===== src/design/lmtm_pkg.sv =====
// ----------------------------------------------------------------------------
// Low memory threshold monitor package
// Shared payload types, configuration types and register indexes.
// ----------------------------------------------------------------------------
package lmtm_pkg;

    localparam int unsigned CNT_W     = 32;  // width of an input page counter
    localparam int unsigned AVAIL_W   = 34;  // width of the available page estimate
    localparam int unsigned IDX_W     = 3;   // width of a threshold index
    localparam int unsigned NUM_THR   = 4;   // number of threshold registers
    localparam int unsigned THR_SEL_W = 2;   // bits that select a threshold register
    localparam int unsigned REG_IDX_W = 3;   // width of the register index

    localparam int unsigned DEF_THRESHOLD_SLOTS = 4;
    localparam int unsigned DEF_PAGE_SHIFT_BITS = 12;

    // Threshold index that means no threshold lies above the estimate.
    localparam logic [IDX_W-1:0] NO_INDEX = 3'd4;

    // Configuration register indexes.
    localparam logic [REG_IDX_W-1:0] REG_ENABLE      = 3'd0;
    localparam logic [REG_IDX_W-1:0] REG_SWAP_WEIGHT = 3'd1;
    localparam logic [REG_IDX_W-1:0] REG_MIN_FILE_KB = 3'd2;
    localparam logic [REG_IDX_W-1:0] REG_THR_COUNT   = 3'd3;
    localparam logic [REG_IDX_W-1:0] REG_THRESHOLD_0 = 3'd4;
    localparam logic [REG_IDX_W-1:0] REG_THRESHOLD_1 = 3'd5;
    localparam logic [REG_IDX_W-1:0] REG_THRESHOLD_2 = 3'd6;
    localparam logic [REG_IDX_W-1:0] REG_THRESHOLD_3 = 3'd7;

    typedef struct packed {
        logic [CNT_W-1:0] free_pages;
        logic [CNT_W-1:0] reserve_pages;
        logic [CNT_W-1:0] active_file_pages;
        logic [CNT_W-1:0] inactive_file_pages;
        logic [CNT_W-1:0] dirty_file_pages;
        logic [CNT_W-1:0] active_anon_pages;
        logic [CNT_W-1:0] inactive_anon_pages;
        logic [CNT_W-1:0] swap_free_pages;
    } in_item_t;

    typedef struct packed {
        logic [AVAIL_W-1:0] available_pages;
        logic               low_memory;
        logic               entering_low;
        logic               threshold_crossed;
        logic [IDX_W-1:0]   threshold_index;
    } out_item_t;

    typedef struct packed {
        logic                          monitor_enable;
        logic [CNT_W-1:0]              swap_weight;
        logic [CNT_W-1:0]              min_file_pages;
        logic [IDX_W-1:0]              threshold_count;
        logic [NUM_THR-1:0][CNT_W-1:0] threshold;
    } cfg_t;

    typedef struct packed {
        logic             start;
        logic [CNT_W-1:0] dividend;
        logic [CNT_W-1:0] divisor;
    } div_req_t;

    typedef struct packed {
        logic             done;
        logic [CNT_W-1:0] quotient;
    } div_rsp_t;

endpackage


===== src/design/lmtm_in_if.sv =====
// ----------------------------------------------------------------------------
// Input channel interface
// Carries one snapshot of page counters per transaction.
// ----------------------------------------------------------------------------
interface lmtm_in_if;
    logic               valid;
    logic               ready;
    lmtm_pkg::in_item_t data;

    modport source (output valid, output data, input ready);
    modport sink   (input valid, input data, output ready);
endinterface


===== src/design/lmtm_out_if.sv =====
// ----------------------------------------------------------------------------
// Output channel interface
// Carries one monitor result per transaction.
// ----------------------------------------------------------------------------
interface lmtm_out_if;
    logic                valid;
    logic                ready;
    lmtm_pkg::out_item_t data;

    modport source (output valid, output data, input ready);
    modport sink   (input valid, input data, output ready);
endinterface


===== src/design/lmtm_regs.sv =====
// ----------------------------------------------------------------------------
// Configuration registers
// Write-only register file; also converts the kept-back file size to pages.
// ----------------------------------------------------------------------------
module lmtm_regs #(
    parameter int unsigned PAGE_SHIFT_BITS = lmtm_pkg::DEF_PAGE_SHIFT_BITS
) (
    input  logic                                clk,
    input  logic                                rst_n,
    input  logic                                cfg_we,
    input  logic [lmtm_pkg::REG_IDX_W-1:0]      cfg_index,
    input  logic [lmtm_pkg::CNT_W-1:0]          cfg_data,
    output lmtm_pkg::cfg_t                      cfg
);

    // 50 MB expressed in pages.
    localparam logic [lmtm_pkg::CNT_W-1:0] THR0_RESET =
        lmtm_pkg::CNT_W'((64'd50 * 64'd1024 * 64'd1024) >> PAGE_SHIFT_BITS);
    localparam int unsigned KB_SHIFT = PAGE_SHIFT_BITS - 10;

    logic                                                 enable_reg;
    logic [lmtm_pkg::CNT_W-1:0]                           weight_reg;
    logic [lmtm_pkg::CNT_W-1:0]                           min_kb_reg;
    logic [lmtm_pkg::IDX_W-1:0]                           count_reg;
    logic [lmtm_pkg::NUM_THR-1:0][lmtm_pkg::CNT_W-1:0]    thr_reg;

    always_ff @(posedge clk or negedge rst_n)
    begin
        if (!rst_n)
        begin
            enable_reg <= 1'b1;
            weight_reg <= lmtm_pkg::CNT_W'(4);
            min_kb_reg <= '0;
            count_reg  <= lmtm_pkg::IDX_W'(1);
            thr_reg[0] <= THR0_RESET;
            thr_reg[1] <= '0;
            thr_reg[2] <= '0;
            thr_reg[3] <= '0;
        end
        else if (cfg_we)
        begin
            case (cfg_index)
                lmtm_pkg::REG_ENABLE:      enable_reg <= cfg_data[0];
                lmtm_pkg::REG_SWAP_WEIGHT: weight_reg <= cfg_data;
                lmtm_pkg::REG_MIN_FILE_KB: min_kb_reg <= cfg_data;
                lmtm_pkg::REG_THR_COUNT:   count_reg  <= cfg_data[lmtm_pkg::IDX_W-1:0];
                lmtm_pkg::REG_THRESHOLD_0: thr_reg[0] <= cfg_data;
                lmtm_pkg::REG_THRESHOLD_1: thr_reg[1] <= cfg_data;
                lmtm_pkg::REG_THRESHOLD_2: thr_reg[2] <= cfg_data;
                lmtm_pkg::REG_THRESHOLD_3: thr_reg[3] <= cfg_data;
                default:                   ;
            endcase
        end
    end

    always_comb
    begin
        cfg.monitor_enable  = enable_reg;
        cfg.swap_weight     = weight_reg;
        cfg.min_file_pages  = min_kb_reg >> KB_SHIFT;
        cfg.threshold_count = count_reg;
        cfg.threshold       = thr_reg;
    end

endmodule


===== src/design/lmtm_div.sv =====
// ----------------------------------------------------------------------------
// Serial divider
// Restoring unsigned division, one quotient bit per cycle.
// ----------------------------------------------------------------------------
module lmtm_div (
    input  logic               clk,
    input  logic               rst_n,
    input  lmtm_pkg::div_req_t req,
    output lmtm_pkg::div_rsp_t rsp
);

    localparam int unsigned W     = lmtm_pkg::CNT_W;
    localparam int unsigned STEPW = $clog2(W);

    logic             busy_reg;
    logic             done_reg;
    logic [STEPW-1:0] step_reg;
    logic [W-1:0]     rem_reg;
    logic [W-1:0]     quo_reg;
    logic [W-1:0]     dvs_reg;

    logic [W:0]       trial;
    logic [W:0]       diff;

    // Shift the next dividend bit into the remainder and try the subtraction.
    assign trial = {rem_reg, quo_reg[W-1]};
    assign diff  = trial - {1'b0, dvs_reg};

    always_ff @(posedge clk or negedge rst_n)
    begin
        if (!rst_n)
        begin
            busy_reg <= 1'b0;
            done_reg <= 1'b0;
            step_reg <= '0;
        end
        else
        begin
            // Done pulses for one cycle after the last quotient bit.
            done_reg <= busy_reg && !req.start && (step_reg == '0);
            if (req.start)
            begin
                busy_reg <= 1'b1;
                step_reg <= STEPW'(W - 1);
            end
            else if (busy_reg)
            begin
                step_reg <= step_reg - STEPW'(1);
                if (step_reg == '0)
                begin
                    busy_reg <= 1'b0;
                end
            end
        end
    end

    always_ff @(posedge clk)
    begin
        if (req.start)
        begin
            rem_reg <= '0;
            quo_reg <= req.dividend;
            dvs_reg <= req.divisor;
        end
        else if (busy_reg)
        begin
            if (!diff[W])
            begin
                rem_reg <= diff[W-1:0];
                quo_reg <= {quo_reg[W-2:0], 1'b1};
            end
            else
            begin
                rem_reg <= trial[W-1:0];
                quo_reg <= {quo_reg[W-2:0], 1'b0};
            end
        end
    end

    assign rsp.done     = done_reg;
    assign rsp.quotient = quo_reg;

endmodule


===== src/design/lmtm_core.sv =====
// ----------------------------------------------------------------------------
// Monitor sequencer
// Steps one snapshot through the estimate, the swap divide and the threshold scan.
// ----------------------------------------------------------------------------
module lmtm_core #(
    parameter int unsigned THRESHOLD_SLOTS = lmtm_pkg::DEF_THRESHOLD_SLOTS
) (
    input  logic           clk,
    input  logic           rst_n,
    input  lmtm_pkg::cfg_t cfg,
    lmtm_in_if.sink        in_ch,
    lmtm_out_if.source     out_ch
);

    localparam int unsigned CW = lmtm_pkg::CNT_W;
    localparam int unsigned AW = lmtm_pkg::AVAIL_W;
    localparam int unsigned IW = lmtm_pkg::IDX_W;
    // Largest usable threshold count.
    localparam int unsigned CLAMP = (THRESHOLD_SLOTS < lmtm_pkg::NUM_THR) ?
                                    THRESHOLD_SLOTS : lmtm_pkg::NUM_THR;
    localparam logic [IW-1:0] CLAMP_CNT = IW'(CLAMP);

    typedef enum logic [7:0] {
        S_IDLE = 8'b00000001,
        S_SUM1 = 8'b00000010,
        S_SUM2 = 8'b00000100,
        S_SUM3 = 8'b00001000,
        S_SUM4 = 8'b00010000,
        S_DIV  = 8'b00100000,
        S_SCAN = 8'b01000000,
        S_DONE = 8'b10000000
    } state_t;

    state_t              state_reg;
    state_t              state_next;

    lmtm_pkg::in_item_t  item_reg;
    logic [CW:0]         file_reg;
    logic [CW:0]         anon_reg;
    logic [CW-1:0]       swap_reg;
    logic [CW:0]         fnet_reg;
    logic [CW-1:0]       free_net_reg;
    logic [AW-1:0]       avail_reg;
    logic [IW-1:0]       scan_reg;

    logic                was_low_reg;
    logic [IW-1:0]       last_idx_reg;
    lmtm_pkg::out_item_t result_reg;

    lmtm_pkg::div_req_t  div_req;
    lmtm_pkg::div_rsp_t  div_rsp;

    logic [IW-1:0]       count_eff;
    logic                in_range;
    logic                hit;
    logic                finish;
    logic [IW-1:0]       idx_found;
    logic                low_now;

    lmtm_div u_div (
        .clk   (clk),
        .rst_n (rst_n),
        .req   (div_req),
        .rsp   (div_rsp)
    );

    always_comb
    begin
        div_req.start    = (state_reg == S_SUM4) && (cfg.swap_weight != '0);
        div_req.dividend = swap_reg;
        div_req.divisor  = cfg.swap_weight;
    end

    // Threshold scan: one compare per cycle against the selected register.
    always_comb
    begin
        count_eff = (cfg.threshold_count > CLAMP_CNT) ? CLAMP_CNT : cfg.threshold_count;
        in_range  = scan_reg < count_eff;
        hit       = in_range &&
                    (avail_reg < {2'b00, cfg.threshold[scan_reg[lmtm_pkg::THR_SEL_W-1:0]]});
        finish    = !in_range || hit;
        idx_found = hit ? scan_reg : lmtm_pkg::NO_INDEX;
        low_now   = avail_reg < {2'b00, cfg.threshold[0]};
    end

    always_comb
    begin
        state_next = state_reg;
        case (state_reg)
            S_IDLE:  if (in_ch.valid) state_next = S_SUM1;
            S_SUM1:  state_next = S_SUM2;
            S_SUM2:  state_next = S_SUM3;
            S_SUM3:  state_next = S_SUM4;
            S_SUM4:  state_next = (cfg.swap_weight != '0) ? S_DIV : S_SCAN;
            S_DIV:   if (div_rsp.done) state_next = S_SCAN;
            S_SCAN:  if (!cfg.monitor_enable || finish) state_next = S_DONE;
            S_DONE:  if (out_ch.ready) state_next = S_IDLE;
            default: state_next = S_IDLE;
        endcase
    end

    always_ff @(posedge clk or negedge rst_n)
    begin
        if (!rst_n)
        begin
            state_reg    <= S_IDLE;
            was_low_reg  <= 1'b0;
            last_idx_reg <= lmtm_pkg::NO_INDEX;
        end
        else
        begin
            state_reg <= state_next;
            if ((state_reg == S_SCAN) && cfg.monitor_enable && finish)
            begin
                was_low_reg  <= low_now;
                last_idx_reg <= idx_found;
            end
        end
    end

    always_ff @(posedge clk)
    begin
        case (state_reg)
            S_IDLE:
            begin
                item_reg <= in_ch.data;
            end
            S_SUM1:
            begin
                file_reg <= {1'b0, item_reg.active_file_pages}
                          + {1'b0, item_reg.inactive_file_pages};
                anon_reg <= {1'b0, item_reg.active_anon_pages}
                          + {1'b0, item_reg.inactive_anon_pages};
            end
            S_SUM2:
            begin
                fnet_reg     <= (file_reg > {1'b0, item_reg.dirty_file_pages}) ?
                                file_reg - {1'b0, item_reg.dirty_file_pages} : '0;
                free_net_reg <= (item_reg.free_pages > item_reg.reserve_pages) ?
                                item_reg.free_pages - item_reg.reserve_pages : '0;
                swap_reg     <= ({1'b0, item_reg.swap_free_pages} < anon_reg) ?
                                item_reg.swap_free_pages : anon_reg[CW-1:0];
            end
            S_SUM3:
            begin
                fnet_reg <= (fnet_reg > {1'b0, cfg.min_file_pages}) ?
                            fnet_reg - {1'b0, cfg.min_file_pages} : '0;
            end
            S_SUM4:
            begin
                avail_reg <= {2'b00, free_net_reg} + {1'b0, fnet_reg};
                scan_reg  <= '0;
            end
            S_DIV:
            begin
                if (div_rsp.done)
                begin
                    avail_reg <= avail_reg + {2'b00, div_rsp.quotient};
                end
            end
            S_SCAN:
            begin
                if (!cfg.monitor_enable)
                begin
                    result_reg.available_pages   <= avail_reg;
                    result_reg.low_memory        <= 1'b0;
                    result_reg.entering_low      <= 1'b0;
                    result_reg.threshold_crossed <= 1'b0;
                    result_reg.threshold_index   <= lmtm_pkg::NO_INDEX;
                end
                else if (finish)
                begin
                    result_reg.available_pages   <= avail_reg;
                    result_reg.low_memory        <= low_now;
                    result_reg.entering_low      <= low_now && !was_low_reg;
                    result_reg.threshold_crossed <= idx_found < last_idx_reg;
                    result_reg.threshold_index   <= idx_found;
                end
                else
                begin
                    scan_reg <= scan_reg + IW'(1);
                end
            end
            default: ;
        endcase
    end

    assign in_ch.ready  = (state_reg == S_IDLE);
    assign out_ch.valid = (state_reg == S_DONE);
    assign out_ch.data  = result_reg;

endmodule


===== src/design/low_memory_threshold_monitor.sv =====
// ----------------------------------------------------------------------------
// Low memory threshold monitor
// Estimates available pages from a counter snapshot and flags low memory and
// threshold crossings.
// ----------------------------------------------------------------------------
//
//   Channel   Direction   Handshake          Payload
//   in_ch     sink        valid / ready      eight 32-bit page counters
//   out_ch    source      valid / ready      estimate, flags, threshold index
//   cfg       write only  cfg_we             cfg_index (3 bits), cfg_data (32 bits)
//
// One transaction passes through the estimate arithmetic (states SUM1 to
// SUM4), the serial divider when the swap weight is nonzero, and the
// threshold scan, which compares one threshold per step and takes a last
// step when none in use lies above the estimate. The block does not take a
// new transaction before it is through with the last: it holds in_ch.ready
// low from acceptance until the result has been taken on out_ch.
// A stalled out_ch simply holds the result and keeps the input closed.
// Reset restores the register defaults and clears the low flag history.
//
// The estimate is free pages less reserve (floored at zero), plus clean file
// pages above the kept-back minimum (floored at zero), plus the smaller of
// free swap and anonymous pages divided by the swap weight. A weight of zero
// leaves the swap share out and skips the divider entirely.
//
// The threshold scan walks the thresholds in use one per cycle through a
// single comparator and stops at the first one above the estimate. The low
// flag and the scan result update the history only while the monitor is
// enabled; when it is disabled the flags read zero and the index reads "none".
// ----------------------------------------------------------------------------
module low_memory_threshold_monitor #(
    parameter int unsigned THRESHOLD_SLOTS = lmtm_pkg::DEF_THRESHOLD_SLOTS,
    parameter int unsigned PAGE_SHIFT_BITS = lmtm_pkg::DEF_PAGE_SHIFT_BITS
) (
    input  logic                           clk,
    input  logic                           rst_n,
    input  logic                           cfg_we,
    input  logic [lmtm_pkg::REG_IDX_W-1:0] cfg_index,
    input  logic [lmtm_pkg::CNT_W-1:0]     cfg_data,
    lmtm_in_if.sink                        in_ch,
    lmtm_out_if.source                     out_ch
);

    // Register file contents, already converted to the units the core needs.
    lmtm_pkg::cfg_t cfg;

    lmtm_regs #(
        .PAGE_SHIFT_BITS (PAGE_SHIFT_BITS)
    ) u_regs (
        .clk       (clk),
        .rst_n     (rst_n),
        .cfg_we    (cfg_we),
        .cfg_index (cfg_index),
        .cfg_data  (cfg_data),
        .cfg       (cfg)
    );

    // The core owns both channels and the serial divider.
    lmtm_core #(
        .THRESHOLD_SLOTS (THRESHOLD_SLOTS)
    ) u_core (
        .clk    (clk),
        .rst_n  (rst_n),
        .cfg    (cfg),
        .in_ch  (in_ch),
        .out_ch (out_ch)
    );

endmodule

===== src/flat_wrapper.sv =====
// flat-port wrapper written by rule: the top's interface ports become plain ports
module low_memory_threshold_monitor_flat 
#(
    parameter int unsigned THRESHOLD_SLOTS = lmtm_pkg::DEF_THRESHOLD_SLOTS,
    parameter int unsigned PAGE_SHIFT_BITS = lmtm_pkg::DEF_PAGE_SHIFT_BITS
)
  (clk, rst_n, cfg_we, cfg_index, cfg_data, in_ch_valid, in_ch_data, in_ch_ready, out_ch_valid, out_ch_data, out_ch_ready);
  lmtm_in_if in_ch_i ();
  lmtm_out_if out_ch_i ();
  input  logic clk;
  input  logic rst_n;
  input  logic cfg_we;
  input  logic [lmtm_pkg::REG_IDX_W-1:0] cfg_index;
  input  logic [lmtm_pkg::CNT_W-1:0] cfg_data;
  input wire logic [$bits(in_ch_i.valid)-1:0] in_ch_valid;
  input wire logic [$bits(in_ch_i.data)-1:0] in_ch_data;
  output wire logic [$bits(in_ch_i.ready)-1:0] in_ch_ready;
  output wire logic [$bits(out_ch_i.valid)-1:0] out_ch_valid;
  output wire logic [$bits(out_ch_i.data)-1:0] out_ch_data;
  input wire logic [$bits(out_ch_i.ready)-1:0] out_ch_ready;
  assign in_ch_i.valid = in_ch_valid;
  assign in_ch_i.data = in_ch_data;
  assign in_ch_ready = in_ch_i.ready;
  assign out_ch_valid = out_ch_i.valid;
  assign out_ch_data = out_ch_i.data;
  assign out_ch_i.ready = out_ch_ready;
  low_memory_threshold_monitor #(.THRESHOLD_SLOTS(THRESHOLD_SLOTS), .PAGE_SHIFT_BITS(PAGE_SHIFT_BITS)) u_core (.clk(clk), .rst_n(rst_n), .cfg_we(cfg_we), .cfg_index(cfg_index), .cfg_data(cfg_data), .in_ch(in_ch_i), .out_ch(out_ch_i));
endmodule

===== config.mk =====
export PLATFORM = sky130hd
export DESIGN_NAME = low_memory_threshold_monitor_flat
export DESIGN_NICKNAME = d
export VERILOG_FILES = /design/src/design/lmtm_pkg.sv /design/src/design/lmtm_in_if.sv /design/src/design/lmtm_out_if.sv /design/src/design/lmtm_regs.sv /design/src/design/lmtm_div.sv /design/src/design/lmtm_core.sv /design/src/design/low_memory_threshold_monitor.sv /design/src/flat_wrapper.sv
export SDC_FILE = /design/constraint.sdc
export NUM_CORES = 2
export LEC_CHECK = 0
export BUFFER_PORTS_ARGS = -buffer_cell sky130_fd_sc_hd__buf_2
export CAP_MARGIN = 20
export CORE_MARGIN = 3
export CORE_UTILIZATION = 54
export CTS_CLUSTER_SIZE = 10
export DETAILED_ROUTE_END_ITERATION = 8
export PLACE_DENSITY_LB_ADDON = 0.1
export SLEW_MARGIN = 20
export SYNTH_ARGS = -nofsm -noshare
export SYNTH_HDL_FRONTEND = slang
export SYNTH_SLANG_ARGS = --single-unit

===== constraint.sdc =====
create_clock -name clk -period 8.5 [get_ports clk]
set_clock_uncertainty 0.1 [all_clocks]
set_input_delay 1.7 -clock clk [delete_from_list [all_inputs] [get_ports clk]]
set_output_delay 1.7 -clock clk [all_outputs]
set_load 0.01 [all_outputs]

**Word level (Yosys, flattened, before mapping)**

Cells that the tools add are included.

- Register bits: 807
- RAM bits: 0
- Memories kept: 0
- Word-level logic and storage cells: 141
- Memory bits (read-only): 0
- Output and inout port bits: 42
- Bits in latches: 0

- Shift operators: 0
- Equal/unequal tests: 22
- $lt $le $gt $ge: 10
- Bitwise logic cells: 0
- Reduce and logical (&&, ||, !) cells: 32
- Multiply operators: 0
- Div/mod/pow operators: 0
- Multiplexer cells: 30
- Add/sub/neg operators: 10

Operators by type and width:

| operator | count |
|---|---|
| 32-bit two-way mux | 5 |
| 40-bit two-way mux | 2 |
| 34-bit by 32-bit < comparator with 1-bit output | 2 |
| 34-bit case mux with 2 select lines | 1 |
| 32-bit by 32-bit adder with 33-bit output | 2 |
| 33-bit two-way mux | 2 |
| 33-bit case mux with 2 select lines | 1 |
| 33-bit by 32-bit subtractor with 33-bit output | 2 |
| 32-bit binary-select mux with 2-bit select | 1 |
| 8-bit case mux with 8 select lines | 1 |
| 32-bit by 33-bit adder with 34-bit output | 1 |
| 34-bit by 32-bit adder with 34-bit output | 1 |
| 34-bit two-way mux | 1 |
| 33-bit by 30-bit > comparator with 1-bit output | 1 |
| 33-bit by 32-bit > comparator with 1-bit output | 1 |
| 32-bit by 33-bit < comparator with 1-bit output | 1 |
| 33-bit by 30-bit subtractor with 33-bit output | 1 |
| 32-bit > comparator | 1 |
| 8-bit two-way mux | 4 |
| 32-bit nonzero test | 1 |
| 32-bit subtractor | 1 |
| 2-bit AND reduction | 10 |
| 3-bit == test, second input constant | 4 |
| 3-bit two-way mux | 4 |
| other kinds (29) | 53 |

**Logic depth before layout (Yosys ltp)**

- Word-level depth: 8
- Mapped depth: 17

**By module**

Synthesis repeated with hierarchy kept, for this count alone.

- Cell total of the unflattened synthesis: 3776
- Area total of the unflattened synthesis: 44707.9 um2

Modules (own cells, without submodules):

| module | instances | cells an instance | sequential area each (um2) | area each (um2) |
|---|---|---|---|---|
| lmtm_core | 1 | 2745 | 15197.1 | 31242.5 |
| lmtm_regs | 1 | 424 | 4862.2 | 7470.9 |
| lmtm_div | 1 | 607 | 2737.6 | 5994.5 |

**Worst setup path after synthesis**

Ideal clock, no wire load.

- Path kind: reg-to-output
- Start: register u_core.u_core.state_reg[7]
- End: output in_ch_ready
- Stages on the path, launching flop included: 6
- Buffers on the path: 0
- Arrival: 6017 ps
- Required time: 6700 ps
- Setup slack: 683 ps
- Path through: dfrtp_1 -> nor2_1 -> nand2_1 -> nor3_1 -> nand3b_1 -> inv_1

- Longest elaborated chain between the ends: 1

RTL lines:

| element | RTL line | RTL |
|---|---|---|
| start: declaration | lmtm_core.sv:34 | `state_t state_reg;` |
| start signal: assignment | lmtm_core.sv:112 | `state_reg <= state_next;` |
| 8-bit by 1-bit == test with 1-bit output | lmtm_core.sv:188 | `assign in_ch.ready = (state_reg == S_IDLE);` |
| end: declaration | flat_wrapper.sv:17 | `output wire logic [$bits(in_ch_i.ready)-1:0] in_ch_ready;` |

No other way between the ends.

**Final worst setup path**

- Start: register u_core.u_core.scan_reg[0]
- End: register u_core.u_core.result_reg (netlist bit u_core.u_core.out_ch.data[17]), enable pin

- Longest elaborated chain between the ends: 7

RTL lines:

| element | RTL line | RTL |
|---|---|---|
| start: declaration | lmtm_core.sv:44 | `logic [IW-1:0] scan_reg;` |
| start signal: assignment | lmtm_core.sv:181 | `scan_reg <= scan_reg + IW'(1);` |
| 32-bit binary-select mux with 2-bit select | lmtm_core.sv:80 | `(avail_reg < {2'b00, cfg.threshold[scan_reg[lmtm_pkg::THR_SEL_W-1:0]]});` |
| 32-bit two-way mux (implied by the code) | lmtm_core.sv:80 |  |
| 34-bit by 32-bit < comparator with 1-bit output | lmtm_core.sv:80 |  |
| 1-bit logical AND | lmtm_core.sv:79 | `hit = in_range &&` |
| 1-bit logical OR * | lmtm_core.sv:81 | `finish = !in_range \|\| hit;` |
| 2-bit inequality test (no line) * | - |  |
| 2-bit AND reduction (no line) * | - |  |
| end: declaration | lmtm_core.sv:48 | `lmtm_pkg::out_item_t result_reg;` |

Every way passes the cells marked *; elsewhere a longest branch is shown, timed or not. The select of a mux whose other input is x is not followed.
A chain may end at the register's enable or synchronous reset.

==> results by group <==
Run status
  • Status: complete, no violations

Flow run
  • Max-cap violations: 0

Pwr
  • Combinational share of power: 0.420
  • Leakage: 21.0 nW
  • Sw frac: 0.364
  • Worst VDD drop: 0.000251 V
  • Tot Pwr: 0.0173 W
  • Psw: 0.00629 W
  • Internal: 0.0110 W
  • Clock group share of total power: 0.214
  • PD cells: 347 nW/um^2
  • Share of power burned in registers: 0.366

Layout
  • Layout cells sized above 1: 0.181
  • P&R area growth vs syn: 13.0%
  • Commonest non-fill, non-tap cell in the layout: edfxtp_1
  • Max reg flops: 256
  • Area of the multi-input gates: 19,800 sq um
  • Layout fillers: 6,624
  • Net count, final: 4,820
  • Commonest cells after routing, fill and taps aside: 560 x edfxtp_1, 354 x ha_1, 336 x buf_2
  • Fin area: 49,700 sq um
  • Register Area: 22,800 sq um

GRT
  • Vias in the first global route: 29,917
  • Largest net degree at the start of global routing: 89
  • Gr ovfl total: 0
  • Global-route wire length before repair: 170 mm
  • Total track usage: 0.256
  • Initial antenna violation count: 6

Synthesis
  • Mean area per synthesized cell: 11.6 sq um
  • Synth Instances: 3,803
  • Post-synthesis sequential area ratio: 0.518
  • Async SR Flop Fraction: 0.265
  • Unique cell type count in the Yosys netlist: 88
  • Post-Syn Area: 44,000 sq um
  • Synth Register Bits: 805
  • Synthesized net count: 4,461
  • Post-synth EDFFs: 560
  • Primary FF master, synth: edfxtp_1
  • Ys Warns: 0

Worst setup path
  • Crit start category: flop
  • CP Capture Type: flop
  • R2R setup slack: 3.41 ns
  • End of the critical path: u_core.u_core.out_ch.data[17]
  • WP data required: 8.68 ns
  • Critical-path maximum fanout: 39
  • Reg2Reg Depth: 14
  • Reg-to-Reg Start: u_core.u_core.scan_reg[0]
  • Crit Path Class: reg2reg
  • R2R Path End: u_core.u_core.out_ch.data[17]
  • CP startpoint: u_core.u_core.scan_reg[0]
  • Arr. time, crit path: 5.27 ns

STA
  • RSZ-0062 raised after global routing: no
  • Slew margin rel.: 0.322
  • Fmax: 196 MHz
  • Final Cycle Share: 0.599
  • Setup ws final: 3.41 ns
  • Setup TNS: 0 ns
  • Slew @ Worst Pin: 1.02 ns
  • Setup violators final: 0
  • Crit path time final: 5.09 ns
  • Final slew viol count: 0
  • Final hold viol count: 0

Die
  • Initial Util: 0.546
  • Rows: 104
  • Core footprint: 80,700 sq um
  • Die ar.: 85,000 sq um
  • Io pins: 338
  • DIE HEIGHT: 292 microns
  • Die width: 292 microns

Clocking
  • Clock Latency Late Sink: 0.65 ns
  • CTS Hold Bufs: 0
  • Postcts setup bufs: 0
  • Num Clock Sinks: 805
  • Root Driver: clkbuf_16
  • H-tree lvl count: 3
  • Worst-path clk slew: 0.06 ns
  • CTS tree: done
  • Resized Gates After CTS: 0
  • TritonCTS buffer count: 94
  • Clock Tree Buf Depth: 3

Routing
  • Avg Vias per Cell: 5.79
  • Vias: 30,658
  • DRT Pass-1 Iters: 5
  • Antenna Nets Post-Route: 0
  • Per-cell routed wire length: 20.6 microns
  • Drt drc: 0
  • Post-Route WL: 109 mm
  • Initial drt markers: 2,385

Worst hold path
  • Min-Delay Path Class: reg2reg

Placed design
  • Worst slack, placed: 3.40 ns
  • Port buffer count: 337
  • Cell Area, Placed: 47,000 sq um
  • RePlAce Congestion: 0.922
  • Hpwl dp: 81.5 mm
## area by class of cell
cell class                 instances  area share
multi-input combinational       2599       0.398
sequential                       805       0.458
timing repair buffer             366      0.0385
antenna                            2    0.000101
tap                             1060      0.0267
clock inverter                    11     0.00209
inverter                         296      0.0225
clock buffer                     156      0.0536
## worst min path at each step
| stage | depth (start not counted) | from | end |
|---|---|---|---|
| floorplan | 0 | u_core.u_regs.weight_reg[16] | u_core.u_core.u_div.dvs_reg[16] |
| finish | 0 | u_core.u_regs.weight_reg[30] | u_core.u_core.u_div.dvs_reg[30] |
| global route | 0 | u_core.u_regs.weight_reg[25] | u_core.u_core.u_div.dvs_reg[25] |
| CTS | 0 | u_core.u_regs.weight_reg[30] | u_core.u_core.u_div.dvs_reg[30] |
| detailed placement | 0 | u_core.u_regs.weight_reg[25] | u_core.u_core.u_div.dvs_reg[25] |
| global placement | 0 | u_core.u_regs.weight_reg[21] | u_core.u_core.u_div.dvs_reg[21] |
## cells in the mapped netlist, types with 8 or more instances
library cell | number | area [sq um]
a21o_1 | 171 | 1280
o211ai_1 | 16 | 120
a211o_1 | 10 | 87.6
a31oi_1 | 53 | 332
o21a_1 | 35 | 263
edfxtp_1 | 560 | 16800
and3_1 | 22 | 138
mux2_2 | 201 | 2260
ha_1 | 354 | 4430
dfstp_2 | 8 | 210
and2_1 | 13 | 81.3
a211oi_1 | 28 | 210
or2_2 | 10 | 62.6
or3_1 | 10 | 62.6
nor3b_1 | 12 | 90.1
a2111oi_0 | 8 | 70.1
mux4_2 | 32 | 721
nor3_1 | 57 | 285
inv_1 | 296 | 1110
nand3_1 | 48 | 240
nor2_1 | 176 | 661
o31ai_1 | 17 | 128
nor2b_1 | 37 | 231
o21bai_1 | 36 | 270
xnor2_1 | 134 | 1170
xor2_1 | 85 | 744
a21oi_1 | 233 | 1170
nand2_1 | 263 | 987
clkbuf_1 | 90 | 338
nand4_1 | 48 | 300
dfrtp_1 | 205 | 5130
o21ai_0 | 224 | 1120
nor4_1 | 24 | 150
mux2i_1 | 10 | 100
o22ai_1 | 38 | 238
nand2b_1 | 49 | 307
dfxtp_1 | 32 | 641
a21boi_0 | 8 | 60.1
fa_1 | 8 | 160
and4_1 | 11 | 96.3
## per-layer routing
| layer | vias up | track usage | routed length (microns) |
|---|---|---|---|
| met4 | 0 | 0.0719 | 3050 |
| met5 | - | 0 | 0 |
| li1 | 14810 | - | - |
| met2 | 883 | 0.409 | 50200 |
| met1 | 14800 | 0.365 | 49800 |
| met3 | 165 | 0.0394 | 6200 |
## stage by stage
stage | utilization | std cells | hold WS, ns
floorplan | - | 3803 | 0.343
global placement | 0.582 | 5126 | 0.352
detailed placement | 0.582 | 5126 | 0.364
CTS | 0.616 | 5293 | 0.353
global route | 0.616 | 5294 | 0.380
finish | 0.617 | 5295 | 0.364
## cell families (layout without fill, tap and decap cells)
kind of cell,Yosys count,count (layout),share of synthesized area
fa+ha+maj,362,362,0.104
compound gates,971,971,0.141
other cells,0,2,0
xor+xnor,220,220,0.0439
buf+inv,399,829,0.0343
simple gates,803,803,0.0883
mux,243,243,0.0701
flops,805,805,0.518
## power by group through the flow
stage	clock network (W)	registers, W	logic [W]
after floorplan	0	0.00634	0.00553
after global placement	0	0.00636	0.00711
after detailed placement	0	0.00638	0.00718
after CTS	0.00379	0.00631	0.00724
after global routing	0.00395	0.00640	0.00814
final	0.00370	0.00631	0.00725
## worst max-delay path, stage by stage (launching register included)
cell      delay (ns)
edfxtp_1        0.81
buf_4           0.38
mux4_2          0.53
inv_1           0.07
ha_1            0.24
a21o_1          0.18
a21o_1          0.16
a21o_1          0.19
a41oi_1         0.35
nor3_1          0.10
a221o_1         0.33
a21oi_1         0.36
nor2_1          0.22
a21oi_4         0.19
buf_4           0.46
No activity file was read; power rests on OpenSTA's default activity.
